===== config.mk =====
export PLATFORM = sky130hd
export DESIGN_NAME = binary_to_roman_numeral
export DESIGN_NICKNAME = d
export VERILOG_FILES = /design/src/sv/b2r_pkg.sv /design/src/sv/b2r_front.sv /design/src/sv/b2r_queue.sv /design/src/sv/b2r_back.sv /design/src/sv/binary_to_roman_numeral.sv
export SDC_FILE = /design/constraint.sdc
export NUM_CORES = 1
export LEC_CHECK = 0
export ABC_AREA = 1
export ABC_CLOCK_PERIOD_IN_PS = 6400
export BUFFER_PORTS_ARGS = -buffer_cell sky130_fd_sc_hd__buf_2
export CORE_ASPECT_RATIO = 1.5
export CORE_MARGIN = 3
export CORE_UTILIZATION = 60
export DETAILED_ROUTE_END_ITERATION = 8
export HOLD_SLACK_MARGIN = 0.15
export PLACE_DENSITY_LB_ADDON = 0.2
export SETUP_SLACK_MARGIN = 0.2
export SYNTH_ARGS = -nofsm -noshare
export SYNTH_HDL_FRONTEND = slang
export SYNTH_SLANG_ARGS = --single-unit

===== constraint.sdc =====
create_clock -name clk -period 6.4 [get_ports clk]
set_input_delay 0.96 -clock clk [delete_from_list [all_inputs] [get_ports clk]]
set_output_delay 0.96 -clock clk [all_outputs]
set_load 0.02 [all_outputs]

===== src/sv/b2r_pkg.sv =====
// ----------------------------------------------------------------------------
// b2r_pkg
// Shared types, constants and lookup functions for the roman numeral converter.
// ----------------------------------------------------------------------------
package b2r_pkg;

	localparam int NUM_W     = 12;
	localparam int REM_W     = 10;  // remainder below one thousand
	localparam int REM2_W    = 7;   // remainder below one hundred
	localparam int LETTER_W  = 7;
	localparam int S_DATA_W  = 16;
	localparam int M_DATA_W  = 8;
	localparam int MAX_VALID = 3999;
	localparam int THOUSAND  = 1000;
	localparam int HUNDRED   = 100;
	localparam int TEN       = 10;

	// command queue, depth must be a power of two
	localparam int QDEPTH = 4;
	localparam int QPTR_W = $clog2(QDEPTH);
	localparam int QCNT_W = QPTR_W + 1;

	// ascii letters
	localparam logic [LETTER_W-1:0] CH_NONE = 7'h00;
	localparam logic [LETTER_W-1:0] CH_I    = 7'h49;
	localparam logic [LETTER_W-1:0] CH_V    = 7'h56;
	localparam logic [LETTER_W-1:0] CH_X    = 7'h58;
	localparam logic [LETTER_W-1:0] CH_L    = 7'h4C;
	localparam logic [LETTER_W-1:0] CH_C    = 7'h43;
	localparam logic [LETTER_W-1:0] CH_D    = 7'h44;
	localparam logic [LETTER_W-1:0] CH_M    = 7'h4D;

	// decimal places, most significant first
	typedef enum logic [1:0] {
		PL_THOU = 2'd0,
		PL_HUND = 2'd1,
		PL_TENS = 2'd2,
		PL_ONES = 2'd3
	} place_t;

	// symbol roles inside one place
	typedef enum logic [1:0] {
		SYM_UNIT = 2'd0,
		SYM_FIVE = 2'd1,
		SYM_NEXT = 2'd2
	} sym_t;

	// one classified number, digits indexed by place
	typedef struct packed {
		logic             err;
		logic [3:0][3:0]  dig;
	} cmd_t;

	// letters produced by one decimal digit
	function automatic logic [2:0] digit_len(input logic [3:0] d);
		logic [2:0] n;
		unique case (d)
			4'd0:    n = 3'd0;
			4'd1:    n = 3'd1;
			4'd2:    n = 3'd2;
			4'd3:    n = 3'd3;
			4'd4:    n = 3'd2;
			4'd5:    n = 3'd1;
			4'd6:    n = 3'd2;
			4'd7:    n = 3'd3;
			4'd8:    n = 3'd4;
			4'd9:    n = 3'd2;
			default: n = 3'd0;
		endcase
		return n;
	endfunction

	// symbol role of letter pos of digit d
	function automatic sym_t digit_sym(input logic [3:0] d, input logic [1:0] pos);
		sym_t s;
		s = SYM_UNIT;
		unique case (d)
			4'd4:                      s = (pos == 2'd1) ? SYM_FIVE : SYM_UNIT;
			4'd5, 4'd6, 4'd7, 4'd8:    s = (pos == 2'd0) ? SYM_FIVE : SYM_UNIT;
			4'd9:                      s = (pos == 2'd1) ? SYM_NEXT : SYM_UNIT;
			default:                   s = SYM_UNIT;
		endcase
		return s;
	endfunction

	function automatic logic [LETTER_W-1:0] place_letter(input place_t p, input sym_t s);
		logic [LETTER_W-1:0] ch;
		ch = CH_NONE;
		unique case (p)
			PL_THOU: ch = CH_M;
			PL_HUND: ch = (s == SYM_UNIT) ? CH_C : (s == SYM_FIVE) ? CH_D : CH_M;
			PL_TENS: ch = (s == SYM_UNIT) ? CH_X : (s == SYM_FIVE) ? CH_L : CH_C;
			PL_ONES: ch = (s == SYM_UNIT) ? CH_I : (s == SYM_FIVE) ? CH_V : CH_X;
			default: ch = CH_NONE;
		endcase
		return ch;
	endfunction

endpackage


===== src/sv/b2r_front.sv =====
// ----------------------------------------------------------------------------
// b2r_front
// Accepts numbers, checks range and splits them into decimal digits.
// ----------------------------------------------------------------------------
module b2r_front import b2r_pkg::*; (
	input  logic             clk,
	input  logic             arst_n,
	input  logic             in_valid,
	output logic             in_ready,
	input  logic [NUM_W-1:0] number,
	output logic             push_valid,
	input  logic             push_ready,
	output cmd_t             push_cmd
);

	logic             valid_s1;
	logic             err_s1;
	logic [3:0]       thou_s1;
	logic [REM_W-1:0] rem_s1;

	logic [3:0]        thou_d;
	logic [REM_W-1:0]  rem_d;
	logic [REM_W-1:0]  sub_t;
	logic [3:0]        hund;
	logic [REM_W-1:0]  sub_h;
	logic [REM2_W-1:0] rem2;
	logic [3:0]        tens;
	logic [REM2_W-1:0] sub_e;
	logic [3:0]        ones;
	logic              take;

	assign in_ready = !valid_s1 || push_ready;
	assign take     = in_valid && in_ready;

	// thousands by compare against constant multiples
	always_comb begin
		thou_d = 4'd0;
		sub_t  = '0;
		for (int k = 1; k <= 3; k++) begin
			if (number >= NUM_W'(k * THOUSAND)) begin
				thou_d = 4'(k);
				sub_t  = REM_W'(k * THOUSAND % (1 << REM_W));
			end
		end
		rem_d = REM_W'(number) - sub_t;
	end

	always_ff @(posedge clk or negedge arst_n) begin
		if (!arst_n) begin
			valid_s1 <= 1'b0;
		end else if (in_ready) begin
			valid_s1 <= in_valid;
		end
	end

	always_ff @(posedge clk) begin
		if (take) begin
			err_s1  <= (number == '0) || (number > NUM_W'(MAX_VALID));
			thou_s1 <= thou_d;
			rem_s1  <= rem_d;
		end
	end

	// hundreds, tens and ones from the registered remainder
	always_comb begin
		hund  = 4'd0;
		sub_h = '0;
		for (int k = 1; k <= 9; k++) begin
			if (rem_s1 >= REM_W'(k * HUNDRED)) begin
				hund  = 4'(k);
				sub_h = REM_W'(k * HUNDRED);
			end
		end
		rem2  = REM2_W'(rem_s1 - sub_h);
		tens  = 4'd0;
		sub_e = '0;
		for (int k = 1; k <= 9; k++) begin
			if (rem2 >= REM2_W'(k * TEN)) begin
				tens  = 4'(k);
				sub_e = REM2_W'(k * TEN);
			end
		end
		ones = 4'(rem2 - sub_e);
	end

	assign push_valid             = valid_s1;
	assign push_cmd.err           = err_s1;
	assign push_cmd.dig[PL_THOU]  = thou_s1;
	assign push_cmd.dig[PL_HUND]  = hund;
	assign push_cmd.dig[PL_TENS]  = tens;
	assign push_cmd.dig[PL_ONES]  = ones;

endmodule


===== src/sv/b2r_queue.sv =====
// ----------------------------------------------------------------------------
// b2r_queue
// Short command queue between the digit splitter and the letter generator.
// ----------------------------------------------------------------------------
module b2r_queue import b2r_pkg::*; (
	input  logic clk,
	input  logic arst_n,
	input  logic push_valid,
	output logic push_ready,
	input  cmd_t push_cmd,
	output logic pop_valid,
	input  logic pop_ready,
	output cmd_t pop_cmd
);

	cmd_t              mem_q [QDEPTH];
	logic [QPTR_W-1:0] wr_ptr_q;
	logic [QPTR_W-1:0] rd_ptr_q;
	logic [QCNT_W-1:0] cnt_q;
	logic              do_push;
	logic              do_pop;

	assign push_ready = cnt_q != QCNT_W'(QDEPTH);
	assign pop_valid  = cnt_q != '0;
	assign pop_cmd    = mem_q[rd_ptr_q];
	assign do_push    = push_valid && push_ready;
	assign do_pop     = pop_valid && pop_ready;

	always_ff @(posedge clk or negedge arst_n) begin
		if (!arst_n) begin
			wr_ptr_q <= '0;
			rd_ptr_q <= '0;
			cnt_q    <= '0;
		end else begin
			if (do_push) begin
				wr_ptr_q <= wr_ptr_q + QPTR_W'(1);
			end
			if (do_pop) begin
				rd_ptr_q <= rd_ptr_q + QPTR_W'(1);
			end
			if (do_push && !do_pop) begin
				cnt_q <= cnt_q + QCNT_W'(1);
			end else if (do_pop && !do_push) begin
				cnt_q <= cnt_q - QCNT_W'(1);
			end
		end
	end

	always_ff @(posedge clk) begin
		if (do_push) begin
			mem_q[wr_ptr_q] <= push_cmd;
		end
	end

endmodule


===== src/sv/b2r_back.sv =====
// ----------------------------------------------------------------------------
// b2r_back
// Walks the queued digits and emits one numeral letter per cycle while a
// command is queued and the output is not stalled.
module b2r_back import b2r_pkg::*; (
	input  logic                clk,
	input  logic                arst_n,
	input  logic                pop_valid,
	output logic                pop_ready,
	input  cmd_t                pop_cmd,
	output logic                out_valid,
	input  logic                out_ready,
	output logic [LETTER_W-1:0] letter,
	output logic                last,
	output logic                error
);

	logic                start_q;   // head entry not yet started
	place_t              place_q;
	logic [1:0]          pos_q;
	logic                out_valid_q;
	logic [LETTER_W-1:0] letter_q;
	logic                last_q;
	logic                error_q;

	place_t              first_pl;
	place_t              next_pl;
	place_t              cur_pl;
	logic                rest_nz;
	logic [3:0]          dig;
	logic [2:0]          len;
	logic                digit_end;
	logic                is_last;
	logic [LETTER_W-1:0] ch;
	logic                fire;

	always_comb begin
		first_pl = PL_ONES;
		for (int k = 3; k >= 0; k--) begin
			if (pop_cmd.dig[k] != 4'd0) begin
				first_pl = place_t'(2'(k));
			end
		end
		cur_pl  = start_q ? first_pl : place_q;
		next_pl = PL_ONES;
		rest_nz = 1'b0;
		for (int k = 3; k >= 0; k--) begin
			if (2'(k) > cur_pl && pop_cmd.dig[k] != 4'd0) begin
				next_pl = place_t'(2'(k));
				rest_nz = 1'b1;
			end
		end
		dig       = pop_cmd.dig[cur_pl];
		len       = digit_len(dig);
		digit_end = {1'b0, pos_q} == len - 3'd1;
		is_last   = pop_cmd.err || (digit_end && !rest_nz);
		ch        = pop_cmd.err ? CH_NONE : place_letter(cur_pl, digit_sym(dig, pos_q));
	end

	assign fire      = pop_valid && (!out_valid_q || out_ready);
	assign pop_ready = fire && is_last;

	always_ff @(posedge clk or negedge arst_n) begin
		if (!arst_n) begin
			start_q     <= 1'b1;
			place_q     <= PL_THOU;
			pos_q       <= '0;
			out_valid_q <= 1'b0;
		end else begin
			if (fire || out_ready) begin
				out_valid_q <= fire;
			end
			if (fire) begin
				if (is_last) begin
					start_q <= 1'b1;
					pos_q   <= '0;
				end else if (digit_end) begin
					start_q <= 1'b0;
					place_q <= next_pl;
					pos_q   <= '0;
				end else begin
					start_q <= 1'b0;
					place_q <= cur_pl;
					pos_q   <= pos_q + 2'd1;
				end
			end
		end
	end

	always_ff @(posedge clk) begin
		if (fire) begin
			letter_q <= ch;
			last_q   <= is_last;
			error_q  <= pop_cmd.err;
		end
	end

	assign out_valid = out_valid_q;
	assign letter    = letter_q;
	assign last      = last_q;
	assign error     = error_q;

endmodule


===== src/sv/binary_to_roman_numeral.sv =====
// ----------------------------------------------------------------------------
// binary_to_roman_numeral
// Converts a binary number to its roman numeral as a run of ascii letters.
// ----------------------------------------------------------------------------
// usage
//   s_* channel takes one 12-bit number per word in s_tdata[11:0]
//   m_* channel returns the numeral one letter per word, most significant
//   first, in m_tdata[6:0]; m_tlast marks the final letter of a number
//   m_tuser is the error flag: 0 or above 3999 gives a single word with
//   letter 0, m_tlast and m_tuser high
//   path: a number passes the digit register, the command queue and the
//   output register; throughput: one letter per cycle while not stalled,
//   a numeral has 1 to 15 letters; the letter walker sets that rate, the
//   digit splitter accepts a number every cycle while the queue has room
//   a four-entry command queue sits between splitter and walker, so input
//   keeps flowing while the output side is stalled until the queue fills
//   m_tready low holds the current word; reset empties queue and output
// ----------------------------------------------------------------------------
module binary_to_roman_numeral import b2r_pkg::*; (
	input  logic                clk,
	input  logic                arst_n,
	input  logic                s_tvalid,
	output logic                s_tready,
	input  logic [S_DATA_W-1:0] s_tdata,   // [11:0] number, [15:12] zero
	output logic                m_tvalid,
	input  logic                m_tready,
	output logic [M_DATA_W-1:0] m_tdata,   // [6:0] letter, [7] zero
	output logic                m_tlast,
	output logic                m_tuser    // [0] error
);

	// splitter to queue
	logic push_valid;
	logic push_ready;
	cmd_t push_cmd;

	// queue to letter walker
	logic pop_valid;
	logic pop_ready;
	cmd_t pop_cmd;

	logic [LETTER_W-1:0] letter;

	// front: range check and decimal digit split
	b2r_front u_front (
		.clk        (clk),
		.arst_n     (arst_n),
		.in_valid   (s_tvalid),
		.in_ready   (s_tready),
		.number     (s_tdata[NUM_W-1:0]),
		.push_valid (push_valid),
		.push_ready (push_ready),
		.push_cmd   (push_cmd)
	);

	// decouples the two sides
	b2r_queue u_queue (
		.clk        (clk),
		.arst_n     (arst_n),
		.push_valid (push_valid),
		.push_ready (push_ready),
		.push_cmd   (push_cmd),
		.pop_valid  (pop_valid),
		.pop_ready  (pop_ready),
		.pop_cmd    (pop_cmd)
	);

	// back: one letter per cycle into the output register unless stalled
	b2r_back u_back (
		.clk       (clk),
		.arst_n    (arst_n),
		.pop_valid (pop_valid),
		.pop_ready (pop_ready),
		.pop_cmd   (pop_cmd),
		.out_valid (m_tvalid),
		.out_ready (m_tready),
		.letter    (letter),
		.last      (m_tlast),
		.error     (m_tuser)
	);

	assign m_tdata = {{(M_DATA_W - LETTER_W){1'b0}}, letter};

	// error word is a lone zero letter
	a_err_word: assert property (@(posedge clk) disable iff (!arst_n)
		m_tvalid && m_tuser |-> m_tlast && m_tdata[6:0] == CH_NONE)
		else $error("error word without last or with a letter");

	// only an error word carries a non-numeral letter
	a_letter_ok: assert property (@(posedge clk) disable iff (!arst_n)
		m_tvalid && !m_tuser |-> m_tdata[6:0] == CH_I || m_tdata[6:0] == CH_V ||
			m_tdata[6:0] == CH_X || m_tdata[6:0] == CH_L || m_tdata[6:0] == CH_C ||
			m_tdata[6:0] == CH_D || m_tdata[6:0] == CH_M)
		else $error("valid numeral word carries a non-numeral letter");

	// a word inside a numeral never carries the error flag
	a_mid_clean: assert property (@(posedge clk) disable iff (!arst_n)
		m_tvalid && !m_tlast |-> !m_tuser)
		else $error("error flag on a non-final letter");

endmodule


Yosys cells after proc, flatten, opt, wreduce, memory -nomap -nowiden
Memory sizes are Yosys's and may differ from the RTL's.
Cells that the tools add are included.
{"block": "op_classes", "multipliers": 0, "eq_ne": 13, "addsub": 9, "magnitude_cmp": 27, "n_mux": 73, "n_div": 0, "n_shift": 0, "n_bitwise": 1, "reduce_logical": 35}
{"cell": "7-bit two-way mux", "count": 12}
{"cell": "4-bit two-way mux", "count": 17}
{"cell": "10-bit greater-or-equal comparator (second input constant)", "count": 4}
{"cell": "10-bit by 9-bit greater-or-equal comparator with 1-bit output (second input constant)", "count": 3}
{"cell": "10-bit two-way mux", "count": 3}
{"cell": "3-bit two-way mux", "count": 10}
{"cell": "7-bit case mux with 4 select lines", "count": 1}
{"cell": "2-bit two-way mux", "count": 13}
{"cell": "7-bit by 6-bit greater-or-equal comparator with 1-bit output (second input constant)", "count": 3}
{"cell": "7-bit greater-or-equal comparator (second input constant)", "count": 3}
{"cell": "4-bit by 3-bit == test with 1-bit output (second input constant)", "count": 4}
{"cell": "4-bit nonzero test", "count": 4}
{"cell": "1-bit two-way mux", "count": 15}
{"cell": "7-bit by 5-bit greater-or-equal comparator with 1-bit output (second input constant)", "count": 2}
{"cell": "12-bit by 10-bit greater-or-equal comparator with 1-bit output (second input constant)", "count": 1}
{"cell": "12-bit by 11-bit greater-or-equal comparator with 1-bit output (second input constant)", "count": 1}
{"cell": "12-bit greater-or-equal comparator (second input constant)", "count": 1}
{"cell": "12-bit greater-than comparator (second input constant)", "count": 1}
{"cell": "1-bit logical AND", "count": 12}
{"cell": "12-bit zero test", "count": 1}
{"cell": "10-bit by 7-bit greater-or-equal comparator with 1-bit output (second input constant)", "count": 1}
{"cell": "10-bit by 8-bit greater-or-equal comparator with 1-bit output (second input constant)", "count": 1}
{"cell": "10-bit subtractor", "count": 1}
{"cell": "4-bit binary-select mux with 2-bit select", "count": 1}
{"cell": "24 further kinds", "count": 43}
{"block": "word_totals", "latch_bits": 0, "memories": 2, "mem_bits_ro": 48, "output_inout_bits": 12, "wordCells": 175, "mem_bits_rw": 68, "reg_bits": 38}
{"name": "u_queue.mem_q", "words": 4, "word_bits": 17, "rd": 1, "rd_ports_with_merged_regs": 0, "wr": 1, "line": "b2r_queue.sv:16", "source": "cmd_t mem_q [QDEPTH];"}
{"name": "(name not given)", "words": 16, "word_bits": 3, "rd": 1, "rd_ports_with_merged_regs": 0, "wr": 0, "line": "b2r_pkg.sv:57", "source": "unique case (d)"}

Longest topological paths before layout
{"block": "logic_depth", "depth_word": 22, "depth_mapped": 34, "mapped_depth_nobuf": 32}

Hierarchy
Synthesis repeated with hierarchy kept, for this count alone.
{"block": "hier_totals", "hier_cells": 648, "area_unflattened_um2": 6008.3}
{"mod": "b2r_queue", "area_each_um2": 3190.6, "seq_area_each_um2": 2217.1, "instances": 1, "cells_per_inst": 257}
{"mod": "b2r_front", "area_each_um2": 1586.5, "seq_area_each_um2": 415.4, "instances": 1, "cells_per_inst": 222}
{"mod": "b2r_back", "area_each_um2": 1219.9, "seq_area_each_um2": 391.6, "instances": 1, "cells_per_inst": 167}
{"mod": "binary_to_roman_numeral", "area_each_um2": 11.3, "seq_area_each_um2": 0.0, "instances": 1, "cells_per_inst": 2}

Worst setup path after synthesis
No wires, ideal clock.
{"block": "synth_timing", "path_type": "register -> register", "start": "register u_front.rem_s1[4]", "end": "memory u_queue.mem_q[0][13] (netlist bit) (data pin)", "stages_incl_launch_ff": 23, "synth_period_minus_slack_ns": 4.486, "setup_ns": 0.262, "path_slack_ns": 1.914, "t_arrival_ns": 4.225, "required_time_ns": 6.138, "path_cell_list": "edfxtp_1 -> nor2_1 -> nand2_1 -> a31oi_1 -> inv_1 -> or2_2 -> a21oi_1 -> inv_1 -> fa_1 -> nand2_1 -> inv_1 -> o21a_1 -> nor2_1 -> xor2_1 -> xnor2_1 -> inv_1 -> a21oi_1 -> o21ai_0 -> ha_1 -> fa_1 -> xor2_1 -> xnor2_1 -> inv_1"}
{"block": "synth_between", "elab_chain_cells": 22, "word_cells_on_any_way": 38, "classes_between": "add/sub: 2; order compare: 18; mux: 18"}
{"item": "start: declaration", "line": "b2r_front.sv:19", "source": "logic [REM_W-1:0] rem_s1;"}
{"item": "start signal: assignment", "line": "b2r_front.sv:60", "source": "rem_s1 <= rem_d;"}
{"item": "10-bit by 7-bit greater-or-equal comparator with 1-bit output", "line": "b2r_front.sv:69", "source": "if (rem_s1 >= REM_W'(k * HUNDRED)) begin"}
{"item": "7-bit two-way mux (9 in series)", "line": "b2r_front.sv:69"}
{"item": "7-bit subtractor (*)", "line": "b2r_front.sv:74", "source": "rem2 = REM2_W'(rem_s1 - sub_h);"}
{"item": "7-bit by 4-bit greater-or-equal comparator with 1-bit output", "line": "b2r_front.sv:78", "source": "if (rem2 >= REM2_W'(k * TEN)) begin"}
{"item": "4-bit two-way mux (9 in series)", "line": "b2r_front.sv:78"}
{"item": "4-bit subtractor (*)", "line": "b2r_front.sv:83", "source": "ones = 4'(rem2 - sub_e);"}
{"item": "end: declaration", "line": "b2r_queue.sv:16"}
Mark *: on every way between the ends. The rest lies on a longest branch, timed or not.

Final worst setup path
Ends and elaborated chain as after synthesis.

==> results.json <==
{
  "outcome": "finished, final reports clean",
  "maxCapViolCount": 0,
  "arrival_ns": 5.46,
  "period_share": 0.840,
  "antenna_cells": 0,
  "hold_violations": 0,
  "ys_ff_latch": 95,
  "ant_nets": 0,
  "gr-usage-all-layers": 0.226,
  "fin_skew_ns": 0.00610,
  "core_sq_um": 8460,
  "grt_max_degree": 34,
  "fin_nets": 649,
  "slew_violations": 0,
  "globalplace.congestion": 0.907,
  "final_cell_mix": "158 x nand2_1, 81 x edfxtp_1, 76 x inv_1",
  "clkPwrFrac": 0.140,
  "final_common_cell": "nand2_1",
  "ys_types": 43,
  "cts_resized": 0,
  "met3WireLength_microns": 303,
  "p_sw_frac": 0.445,
  "die_area_sq_um": 9980,
  "power_density_nw_per_um2": 608,
  "pre_cts_ws_ns": 1.12,
  "h-tree-depth": 3,
  "yosys_warnings": 0,
  "dr_wl_met2_microns": 5820,
  "drc": 0,
  "cp.required_ns": 6.49,
  "post-cts-setup-buffers": 0,
  "start_util": 0.623,
  "min_path_type": "input pin to async pin",
  "clockBufferDepth": 2,
  "vdd_drop_max_uv": 361,
  "vias": 3920,
  "startpoint_type": "flop",
  "ios": 32,
  "wl_met1_microns": 4070,
  "fmax_ghz": 0.186,
  "hold_buffers": 0,
  "grt_first_pass_wirelength_microns": 16800,
  "fin_crit_ns": 5.37,
  "drive_above_1_share": 0.118,
  "cp-end-kind": "flop",
  "dp_hpwl_microns": 7590,
  "yosysSeqAreaShare": 0.528,
  "top_layer": "met4",
  "p_leak_nw": 2.59,
  "cts_tree": "built",
  "path_class": "flop to flop",
  "first_global_vias": 3703,
  "root_buffer": "clkbuf_16",
  "finalSetupTns_ns": 0,
  "port_buffers": 25,
  "areaGrowthSynthToFinish_pct": 8.99,
  "intPower_mw": 1.94,
  "final-setup-viol-count": 0,
  "r2r_cells": 22,
  "first_pass_iters": 5,
  "drt_iter0_drc": 329,
  "rr_startpoint": "u_front.rem_s1[4]$_DFFE_PP_",
  "seqPwrFrac": 0.346,
  "avgViaCountPerCell": 5.47,
  "setup_slack_ns": 1.03,
  "rrSetupSlack_ns": 1.03,
  "die_y_microns": 121,
  "worstPathMaxFanout": 8,
  "wl_microns": 10500,
  "clk_latency_ns": 0.35,
  "overflow": 0,
  "rsz0062_at_grt": "no",
  "worstMarginPinSlew_ns": 0.944,
  "slew_headroom": 0.370,
  "netlist_area_sq_um": 5280,
  "wl_per_cell_microns": 14.6,
  "clk_pin_slew_ns": 0.06,
  "cts_made_buffers": 9,
  "p_comb_frac": 0.514,
  "syn_area_per_cell_sq_um": 9.13,
  "r2r_end": "u_queue.mem_q[0][13]$_DFFE_PP_",
  "antenna_found_initial": 0,
  "syn_inst": 578,
  "fp.dieW_microns": 82.6,
  "cts.sinks": 95,
  "rows": 41,
  "p_switching_mw": 1.55
}
[state kept, by name, summed over array words and instances, names as in the netlist, 2 cells and up]
signal	flops
u_front.rem_s1	10
u_queue.mem_q	60
u_back.place_q	2
u_queue.wr_ptr_q	2
u_back.letter	6
u_front.thou_s1	2
u_queue.cnt_q	3
u_queue.rd_ptr_q	2
u_back.pos_q	2
[critical path, stage by stage, from the launching register on]
cell and delay, ns:
edfxtp_1 0.50, nor2_1 0.20, nand2_1 0.09, a31oi_1 0.18, inv_1 0.07, or2_2 0.27
a21oi_1 0.35, inv_1 0.16, fa_1 0.46, nand2_1 0.07, inv_1 0.05, o21a_1 0.16
nor2_1 0.10, xor2_1 0.19, xnor2_1 0.22, inv_1 0.14, a21oi_1 0.42, o21ai_0 0.33
ha_1 0.28, fa_1 0.37, xor2_1 0.16, xnor2_1 0.22, inv_1 0.11
[cells in the mapped netlist (all sizes together)]
master | n | area [sq um]
a211oi | 1 | 7.51
a21boi | 2 | 15.0
a21oi | 23 | 119
a31oi | 6 | 37.5
a32oi | 2 | 17.5
buf | 12 | 92.6
clkbuf | 2 | 7.51
conb | 1 | 3.75
dfrtp | 13 | 325
dfstp | 1 | 26.3
edfxtp | 81 | 2430
fa | 4 | 80.1
ha | 19 | 238
inv | 80 | 300
mux2 | 1 | 11.3
nand2 | 166 | 663
nand3 | 38 | 205
nand3b | 3 | 22.5
nand4 | 5 | 31.3
nor2 | 50 | 208
nor3 | 4 | 20.0
nor3b | 1 | 7.51
nor4 | 1 | 6.26
o2111ai | 2 | 17.5
o211ai | 1 | 7.51
o21a | 2 | 15.0
o21ai | 34 | 170
o22ai | 3 | 18.8
o31ai | 1 | 7.51
o41ai | 1 | 8.76
or2 | 2 | 12.5
xnor2 | 5 | 43.8
xor2 | 11 | 96.3
[layout make-up]
class,instances,area [sq um]
timing repair buffer,30,163
tap,107,134
clock buffer,9,225
clock inverter,6,46.3
inverter,80,300
sequential,95,2780
fill,654,2720
multi-input combinational,390,2100
[power by group through the flow]
| stage | Combinational, mW | Clock [mW] | Sequential [mW] |
|---|---|---|---|
| global route | 2.03 | 0.524 | 1.23 |
| finish | 1.80 | 0.489 | 1.21 |
| global placement | 1.69 | 0 | 1.21 |
| detailed placement | 1.78 | 0 | 1.22 |
| floorplan | 1.36 | 0 | 1.22 |
| CTS | 1.79 | 0.497 | 1.21 |
[worst max path at each step]
stage | startpoint | end | slack [ns] | cells after the start
global placement | u_front.rem_s1[4]$_DFFE_PP_ | u_queue.mem_q[3][13]$_DFFE_PP_ | 1.35 | 22
finish | u_front.rem_s1[4]$_DFFE_PP_ | u_queue.mem_q[0][13]$_DFFE_PP_ | 1.03 | 22
global route | u_front.rem_s1[3]$_DFFE_PP_ | u_queue.mem_q[0][13]$_DFFE_PP_ | 0.61 | 27
CTS | u_front.rem_s1[4]$_DFFE_PP_ | u_queue.mem_q[1][13]$_DFFE_PP_ | 1.09 | 22
floorplan | u_front.rem_s1[4]$_DFFE_PP_ | u_queue.mem_q[0][13]$_DFFE_PP_ | 1.91 | 22
detailed placement | u_front.rem_s1[4]$_DFFE_PP_ | u_queue.mem_q[1][13]$_DFFE_PP_ | 1.12 | 22
[routing by layer]
metal  track usage  vias up
li1              -     1963
met1         0.236     1856
met2         0.419       80
met3        0.0499       21
met4        0.0961        0
met5             0        -
[cell families after synthesis]
group,synth area share
and+or+nand+nor,0.223
DFF,0.528
buffers and inverters,0.0759
AOI/OAI and AO/OA,0.0837
adders and majority gates,0.0602
xor gates and xnor gates,0.0266
other,0.000711
muxes,0.00213
[metrics by stage]
step                cells  total power, mW   util  cell area [sq um]  hold slack, ns
detailed placement    702             3.00  0.647               5480           0.473
global route          717             3.78  0.679               5750           0.503
global placement      702             2.90  0.647               5480           0.463
floorplan             579             2.58      -               5280           0.449
CTS                   717             3.49  0.679               5750           0.490
finish                717             3.49  0.679               5750           0.487
(Power assumes the default switching activity.)
